## src/hw/rtl/rpmd_pkg.sv

```systemverilog
// rpmd_pkg: shared types and constants of the row profile minimum detector
// pixel and line transaction structs, config register codes, field widths
// no dependencies
`timescale 1ns / 1ps
`default_nettype none

package rpmd_pkg;

  localparam int unsigned PixelW  = 8;
  localparam int unsigned RowW    = 12;
  localparam int unsigned EnergyW = 20;
  localparam int unsigned SpanW   = 13;
  localparam int unsigned ThreshW = 8;
  localparam int unsigned LevelW  = 4;
  localparam int unsigned LimitW  = SpanW + ThreshW;
  localparam int unsigned CfgIdxW = 1;

  localparam logic [SpanW-1:0]   SpanReset   = SpanW'(1);
  localparam logic [ThreshW-1:0] ThreshReset = ThreshW'(64);
  localparam logic [EnergyW-1:0] EnergyMax   = {EnergyW{1'b1}};

  typedef enum logic [CfgIdxW-1:0] {
    CFG_SPAN_WIDTH     = 1'b0,
    CFG_DARK_THRESHOLD = 1'b1
  } cfg_reg_e;

  typedef struct packed {
    logic [PixelW-1:0] pixel;
    logic [RowW-1:0]   row_y;
    logic              row_end;
    logic              frame_start;
  } pixel_t;

  typedef struct packed {
    logic [RowW-1:0]    line_row;
    logic [EnergyW-1:0] line_energy;
  } line_t;

endpackage

`default_nettype wire

```

## src/hw/rtl/row_profile_minimum_detector.sv

```systemverilog
// row_profile_minimum_detector: row energy profile and dark line detection
// depends on rpmd_pkg (transaction structs, config codes, widths)
//
//   channel  direction  handshake               payload
//   in       input      in_valid_i / in_stall_o   pixel_t
//   out      output     out_valid_o / out_stall_i line_t
//   cfg      input      cfg_valid_i / cfg_ready_o cfg_index_i, cfg_data_i
//
// one pixel per cycle sustained unless a result meets a stalled output; a pixel is
// captured in the input register and, as it leaves, updates the row sums and the result register.
// the threshold limit (threshold times span width) is a registered product
// refreshed every cycle from the config registers.
// reset clears row history and loads span width 1, threshold 64.
// a stalled output only holds back pixels that would produce a result.
`timescale 1ns / 1ps
`default_nettype none

module row_profile_minimum_detector
  import rpmd_pkg::*;
(
  input  wire logic                clk_i,
  input  wire logic                rst_ni,
  input  wire logic                in_valid_i,
  output logic                     in_stall_o,
  input  wire pixel_t              in_data_i,
  output logic                     out_valid_o,
  input  wire logic                out_stall_i,
  output line_t                    out_data_o,
  input  wire logic                cfg_valid_i,
  output logic                     cfg_ready_o,
  input  wire logic [CfgIdxW-1:0]  cfg_index_i,
  input  wire logic [SpanW-1:0]    cfg_data_i
);

  logic [SpanW-1:0]   span_q;
  logic [ThreshW-1:0] thresh_q;
  logic [LimitW-1:0]  limit_q;

  logic               s1_valid_q;
  pixel_t             s1_q;

  logic [EnergyW-1:0] acc_q, acc_d;
  logic [EnergyW-1:0] prev_sum_q, older_sum_q;
  logic [RowW-1:0]    prev_row_q;
  logic [1:0]         rows_seen_q, rows_seen_d;

  logic               out_valid_q, out_valid_d;
  line_t              out_q;

  logic [LevelW-1:0]    level;
  logic [2*LevelW-1:0]  square;
  logic [EnergyW-1:0]   acc_base;
  logic [EnergyW:0]     sum_wide;
  logic [EnergyW-1:0]   row_sum;
  logic [1:0]           rows_base;
  logic                 hit;
  logic                 out_free;
  logic                 s1_go;
  logic                 s1_fire;
  logic                 in_fire;

  assign cfg_ready_o = 1'b1;

  always_ff @(posedge clk_i or negedge rst_ni) begin
    if (!rst_ni) begin
      span_q   <= SpanReset;
      thresh_q <= ThreshReset;
    end else if (cfg_valid_i) begin
      unique case (cfg_reg_e'(cfg_index_i))
        CFG_SPAN_WIDTH:     span_q   <= cfg_data_i;
        CFG_DARK_THRESHOLD: thresh_q <= cfg_data_i[ThreshW-1:0];
        default: ;
      endcase
    end
  end

  always_ff @(posedge clk_i) begin
    limit_q <= LimitW'(span_q) * LimitW'(thresh_q);
  end

  // per-pixel energy and the three-row minimum test
  always_comb begin
    level     = s1_q.pixel[PixelW-1 -: LevelW];
    square    = {{LevelW{1'b0}}, level} * {{LevelW{1'b0}}, level};
    acc_base  = s1_q.frame_start ? '0 : acc_q;
    rows_base = s1_q.frame_start ? 2'd0 : rows_seen_q;
    sum_wide  = (EnergyW+1)'(acc_base) + (EnergyW+1)'(square);
    row_sum   = sum_wide[EnergyW] ? EnergyMax : sum_wide[EnergyW-1:0];
    hit       = s1_q.row_end && (rows_base == 2'd2) &&
                (prev_sum_q < older_sum_q) && (prev_sum_q < row_sum) &&
                (LimitW'(prev_sum_q) < limit_q);
  end

  assign out_free   = !out_valid_q || !out_stall_i;
  assign s1_go      = !hit || out_free;
  assign s1_fire    = s1_valid_q && s1_go;
  assign in_stall_o = s1_valid_q && !s1_go;
  assign in_fire    = in_valid_i && !in_stall_o;

  always_comb begin
    acc_d       = row_sum;
    rows_seen_d = rows_base;
    if (s1_q.row_end) begin
      acc_d = '0;
      if (rows_base != 2'd2) begin
        rows_seen_d = rows_base + 2'd1;
      end
    end
  end

  always_comb begin
    out_valid_d = out_valid_q;
    if (s1_fire && hit) begin
      out_valid_d = 1'b1;
    end else if (out_valid_q && !out_stall_i) begin
      out_valid_d = 1'b0;
    end
  end

  always_ff @(posedge clk_i or negedge rst_ni) begin
    if (!rst_ni) begin
      s1_valid_q  <= 1'b0;
      out_valid_q <= 1'b0;
      acc_q       <= '0;
      prev_sum_q  <= '0;
      older_sum_q <= '0;
      prev_row_q  <= '0;
      rows_seen_q <= 2'd0;
    end else begin
      out_valid_q <= out_valid_d;
      if (in_fire) begin
        s1_valid_q <= 1'b1;
      end else if (s1_fire) begin
        s1_valid_q <= 1'b0;
      end
      if (s1_fire) begin
        acc_q       <= acc_d;
        rows_seen_q <= rows_seen_d;
        if (s1_q.row_end) begin
          older_sum_q <= prev_sum_q;
          prev_sum_q  <= row_sum;
          prev_row_q  <= s1_q.row_y;
        end
      end
    end
  end

  always_ff @(posedge clk_i) begin
    if (in_fire) begin
      s1_q <= in_data_i;
    end
    if (s1_fire && hit) begin
      out_q.line_row    <= prev_row_q;
      out_q.line_energy <= prev_sum_q;
    end
  end

  assign out_valid_o = out_valid_q;
  assign out_data_o  = out_q;

  // row counter saturates at two finished rows
  a_rows_sat: assert property (@(posedge clk_i) disable iff (!rst_ni)
    rows_seen_q != 2'd3)
    else $error("rows_seen overflow");

  // a new line transaction only comes from a pixel leaving stage one
  a_out_src: assert property (@(posedge clk_i) disable iff (!rst_ni)
    $rose(out_valid_q) |-> $past(s1_valid_q))
    else $error("line transaction without a pixel");

  // back pressure only while a pixel is held in stage one
  a_stall_src: assert property (@(posedge clk_i) disable iff (!rst_ni)
    in_stall_o |-> s1_valid_q)
    else $error("input stalled with empty stage");

  // a row end restarts the row sum
  a_row_clear: assert property (@(posedge clk_i) disable iff (!rst_ni)
    (s1_fire && s1_q.row_end) |=> (acc_q == '0))
    else $error("row sum not cleared at row end");

endmodule

`default_nettype wire

```

## config.mk

```make
export PLATFORM = sky130hd
export DESIGN_NAME = row_profile_minimum_detector
export DESIGN_NICKNAME = d
export VERILOG_FILES = /design/src/hw/rtl/rpmd_pkg.sv /design/src/hw/rtl/row_profile_minimum_detector.sv
export SDC_FILE = /design/constraint.sdc
export NUM_CORES = 1
export LEC_CHECK = 0
export BUFFER_PORTS_ARGS = -buffer_cell sky130_fd_sc_hd__buf_2
export CORE_MARGIN = 4
export CORE_UTILIZATION = 50
export CTS_CLUSTER_SIZE = 25
export DETAILED_ROUTE_END_ITERATION = 8
export GPL_TIMING_DRIVEN = 0
export PLACE_DENSITY_LB_ADDON = 0.05
export REMOVE_ABC_BUFFERS = 1
export SLEW_MARGIN = 5
export SYNTH_ARGS = -nofsm -noshare
export SYNTH_HDL_FRONTEND = slang
export SYNTH_SLANG_ARGS = --single-unit
```

## constraint.sdc

```tcl
create_clock -name clk_i -period 7.8 [get_ports clk_i]
set_input_delay 0.39 -clock clk_i [delete_from_list [all_inputs] [get_ports clk_i]]
set_output_delay 0.39 -clock clk_i [all_outputs]
set_load 0.005 [all_outputs]
```

==> run_summary.xml <==
<?xml version="1.0" encoding="UTF-8"?>
<metrics>
  <group name="pwr">
    <metric name="power_density" unit="nW/um^2">354.3</metric>
    <metric name="vdd_drop_max" unit="V">0.0003578</metric>
    <metric name="power.static_leakage" unit="nW">6.167</metric>
    <metric name="total_power" unit="mW">4.491</metric>
  </group>
  <group name="synthesis">
    <metric name="postSynth.topFlopCell" unit="">dfrtp_1</metric>
    <metric name="post_synth_main_area_contributors" unit="">dfrtp_1 (21%), edfxtp_1 (13%), ha_1 (12%)</metric>
    <metric name="post_synth_edffs" unit="">50</metric>
    <metric name="synthTopCellsByCount" unit="">inv_1 (142), ha_1 (111), dfrtp_1 (95)</metric>
    <metric name="synthesis.area_per_instance" unit="sq um">10.97</metric>
    <metric name="ys_async_sr_fraction" unit="%">57.74</metric>
    <metric name="synth_cell_type_count" unit="">72</metric>
    <metric name="ys_ff_latch" unit="">168</metric>
    <metric name="synthMostInstantiatedCell" unit="">inv_1</metric>
    <metric name="synth_top_area_share" unit="%">20.98</metric>
    <metric name="post_synth_inst_count" unit="">1033</metric>
    <metric name="synth_warnings" unit="">0</metric>
    <metric name="synth_top_cell_by_area" unit="">dfrtp_1</metric>
    <metric name="synth_area" unit="sq um">11330</metric>
    <metric name="synth_sequential_area_ratio" unit="%">38.41</metric>
  </group>
  <group name="critical_path">
    <metric name="crit_path_start_kind" unit="">flop</metric>
    <metric name="crit_end" unit="">older_sum_q[0]</metric>
    <metric name="ff2ff_path_depth" unit="">21</metric>
    <metric name="worstReg2RegEnd" unit="">older_sum_q[0]</metric>
    <metric name="worstPathMaxFanout" unit="">16</metric>
    <metric name="worstSetupEndpointType" unit="">flop</metric>
    <metric name="worst_ep_required_time" unit="ns">8.11</metric>
    <metric name="critPathSlowestCell" unit="">edfxtp_1</metric>
    <metric name="classification_of_the_worst_setup_path" unit="">reg2reg</metric>
    <metric name="crit_path_cell_trace" unit="">clkinv_1 -&gt; nand2_1 -&gt; fa_1 -&gt; inv_1 -&gt; ha_1 -&gt; a21oi_1 -&gt; a21oi_1 -&gt; o31a_1 -&gt; o21ai_0 -&gt; nor2_1 -&gt; a211oi_1 -&gt; ha_1 -&gt; a21boi_0 -&gt; a221oi_2 -&gt; nand4_1 -&gt; a2111oi_2 -&gt; o41ai_2 -&gt; o311ai_4 -&gt; buf_16 -&gt; buf_8 -&gt; mux2_1</metric>
    <metric name="worstSetupStartpoint" unit="">s1_q[0]</metric>
    <metric name="timing.critical_path.slowest_cell_delay" unit="ns">0.80</metric>
    <metric name="r2r_setup_slack" unit="ns">0.74</metric>
    <metric name="data_arrival_time_of_the_critical_path" unit="ns">7.37</metric>
    <metric name="timing.rr.start" unit="">s1_q[0]</metric>
  </group>
  <group name="timing">
    <metric name="maxSlewHeadroom" unit="%">18.33</metric>
    <metric name="setup-tns-final" unit="ns">0</metric>
    <metric name="worst_slack" unit="ns">0.7443</metric>
    <metric name="maxClockFrequency" unit="GHz">0.1417</metric>
    <metric name="final-max-slew-violation-count" unit="">0</metric>
    <metric name="final-setup-viol-count" unit="">0</metric>
    <metric name="grt_setup_unrepaired" unit="">no</metric>
    <metric name="final.min_clock_period" unit="ns">7.056</metric>
    <metric name="period_share" unit="%">90.46</metric>
    <metric name="fin_skew" unit="ns">0.01638</metric>
    <metric name="timing.final.hold_violations" unit="">0</metric>
    <metric name="finalHoldWorstSlack" unit="ns">0.1137</metric>
    <metric name="worst_slew_pin_slew" unit="ns">1.222</metric>
  </group>
  <group name="grt">
    <metric name="number_of_global_route_vias_before_repair" unit="">7682</metric>
    <metric name="pin_count_of_the_biggest_net_entering_global_routing" unit="">77</metric>
    <metric name="grt_pass1_wl" unit="um">37960</metric>
    <metric name="gr-usage-all-layers" unit="%">18.93</metric>
    <metric name="antenna_found_initial" unit="">0</metric>
    <metric name="grt.overflow.total" unit="">0</metric>
  </group>
  <group name="detailed_routing">
    <metric name="drc" unit="">0</metric>
    <metric name="first_pass_iters" unit="">5</metric>
    <metric name="detailedRoute.firstIterationViolations" unit="">378</metric>
    <metric name="vias_per_cell" unit="">5.278</metric>
    <metric name="routed-via-count" unit="">7357</metric>
    <metric name="totalWireLength" unit="um">21750</metric>
    <metric name="wl_per_cell" unit="um">15.60</metric>
    <metric name="route.antenna.remaining_nets" unit="">0</metric>
  </group>
  <group name="clock_tree">
    <metric name="cts_repair_resize_count" unit="">0</metric>
    <metric name="tritoncts" unit="">built</metric>
    <metric name="cts-root-buf" unit="">clkbuf_16</metric>
    <metric name="cts.sink_count" unit="">168</metric>
    <metric name="cts_hold_repair.buffers" unit="">1</metric>
    <metric name="clkTransAtPathRegs" unit="ns">0.09</metric>
    <metric name="post_cts_buffers" unit="">0</metric>
    <metric name="tritoncts.num_buffers" unit="">17</metric>
    <metric name="cts_max_level" unit="">4</metric>
    <metric name="clk_path_buf_depth" unit="">2</metric>
    <metric name="worstSkewPairLatency" unit="ns">0.44</metric>
  </group>
  <group name="finish">
    <metric name="footprint_of_the_multi_input_gates" unit="sq um">6284</metric>
    <metric name="ant_cells" unit="">0</metric>
    <metric name="fillerInstances" unit="">1924</metric>
    <metric name="register_area" unit="sq um">4352</metric>
    <metric name="drive_above_1_share" unit="%">16.25</metric>
    <metric name="syn2layout_area_growth" unit="%">11.86</metric>
    <metric name="design.final.nets" unit="">1322</metric>
  </group>
  <group name="run">
    <metric name="max_cap_violations" unit="">0</metric>
  </group>
  <group name="die">
    <metric name="io-pin-count" unit="">76</metric>
    <metric name="die_extent_in_x" unit="um">158.5</metric>
    <metric name="starting_density" unit="%">51.44</metric>
    <metric name="design.die.area" unit="sq um">25130</metric>
    <metric name="chipHeight" unit="um">158.5</metric>
    <metric name="core.rowCount" unit="">54</metric>
    <metric name="core" unit="sq um">22030</metric>
  </group>
  <group name="placement">
    <metric name="post-dp-hpwl" unit="um">16370</metric>
    <metric name="gpl.final_weighted_congestion" unit="">0.8393</metric>
    <metric name="post-place-ws" unit="ns">0.8181</metric>
    <metric name="io_buffer_count" unit="">70</metric>
  </group>
  <group name="status">
    <metric name="status" unit="">complete, no violations</metric>
  </group>
  <group name="min_path">
    <metric name="hold_class" unit="">in2reg</metric>
  </group>
</metrics>
area by class of cell:
cell class	count	area share [%]
clock buffers	17	3.357
clock inverters	15	1.708
inverters	143	4.235
multi-input cells	693	49.58
flip-flops and latches	168	34.34
well taps	280	2.764
repair buffers	78	4.018
state kept, by name (all words and copies together), names as in the netlist, 2 cells and up:
register and count:
out_data_o 32, acc_q 20, rows_seen_q 2, s1_q 14
span_q 13, level 4, thresh_q 8, prev_row_q 12
limit_q 21, older_sum_q 20, prev_sum_q 20
through the flow:
| step | cell area [sq um] | utilization [%] | std cells |
|---|---|---|---|
| after global routing | 12670 | 57.54 | 1394 |
| after CTS | 12670 | 57.54 | 1394 |
| final | 12670 | 57.54 | 1394 |
| after global placement | 11860 | 53.82 | 1354 |
| after floorplan | 11150 | - | 1004 |
| after detailed placement | 12020 | 54.58 | 1361 |
placed cells by master (no fill, tap or decap), drive strengths merged, types with 4 or more instances in the layout:
cell,Yosys,layout
inv,142,148
ha,111,111
dfrtp,95,95
nand2,82,82
buf,12,77
fa,69,69
and2,58,58
mux2,54,54
nor2,52,52
edfxtp,50,50
mux2i,43,43
a21oi,33,33
xnor2,21,21
dfxtp,21,21
nand3,20,20
o21ai,20,20
nor2b,18,18
clkbuf,17,17
nor3,15,15
nand4,13,13
clkinv,1,10
a211oi,9,9
a21o,8,8
xor2,6,6
o2111ai,4,4
o31ai,4,4
nand2b,4,4
a2111oi,4,4
where the power goes:
part	leakage, nW	internal, mW	total (mW)	switching, mW
Clock	0.306	0.446	0.892	0.446
Sequential	1.89	1.09	1.22	0.125
Combinational	3.98	1.11	2.38	1.27
routing by layer:
layer  track usage (%)  routed length [um]  vias up
met3             3.017                 633       23
met1             27.15               10810     3616
met2             30.49               10080      101
met5                 0                   0        -
li1                  -                   -     3617
met4             4.427                 236        0
worst min-delay path by stage:
| stage | from | end | slack (ns) | cells after the start |
|---|---|---|---|---|
| 6_report | in_data_i[5] | s1_q[5] | 0.11 | 1 |
| 4_1_cts | in_data_i[5] | s1_q[5] | 0.1 | 1 |
| 2_1_floorplan | rst_ni | acc_q[0] | 0.09 | 0 |
| 5_1_grt | in_data_i[6] | s1_q[6] | 0.09 | 1 |
| 3_5_place_dp | rst_ni | thresh_q[0] | 0.26 | 1 |
| 3_3_place_gp | prev_row_q[1] | out_data_o[21] | 0.42 | 0 |
critical path: cells and delay by family, from the launching register on:
family	cells	cell delay [ns]
AO/OA/AOI/OAI	10	3.15
adder cells (fa/ha/maj)	3	1.06
buffers and inverters	4	1.02
flip-flops	1	0.80
AND/OR/NAND/NOR	3	0.56
multiplexers	1	0.33
kinds of logic (layout without fill, tap and decap cells):
group,after synthesis,in the layout,synth area share [%]
AO/OA/AOI/OAI,110,110,6.936
XOR/XNOR,27,27,2.087
adder cells (fa/ha/maj),180,180,24.45
buffers and inverters,172,253,6.284
flip-flops,168,168,38.41
multiplexers,97,97,9.431
other,1,1,0.03310
AND/OR/NAND/NOR,278,278,12.37
(Power assumes the default switching activity.)
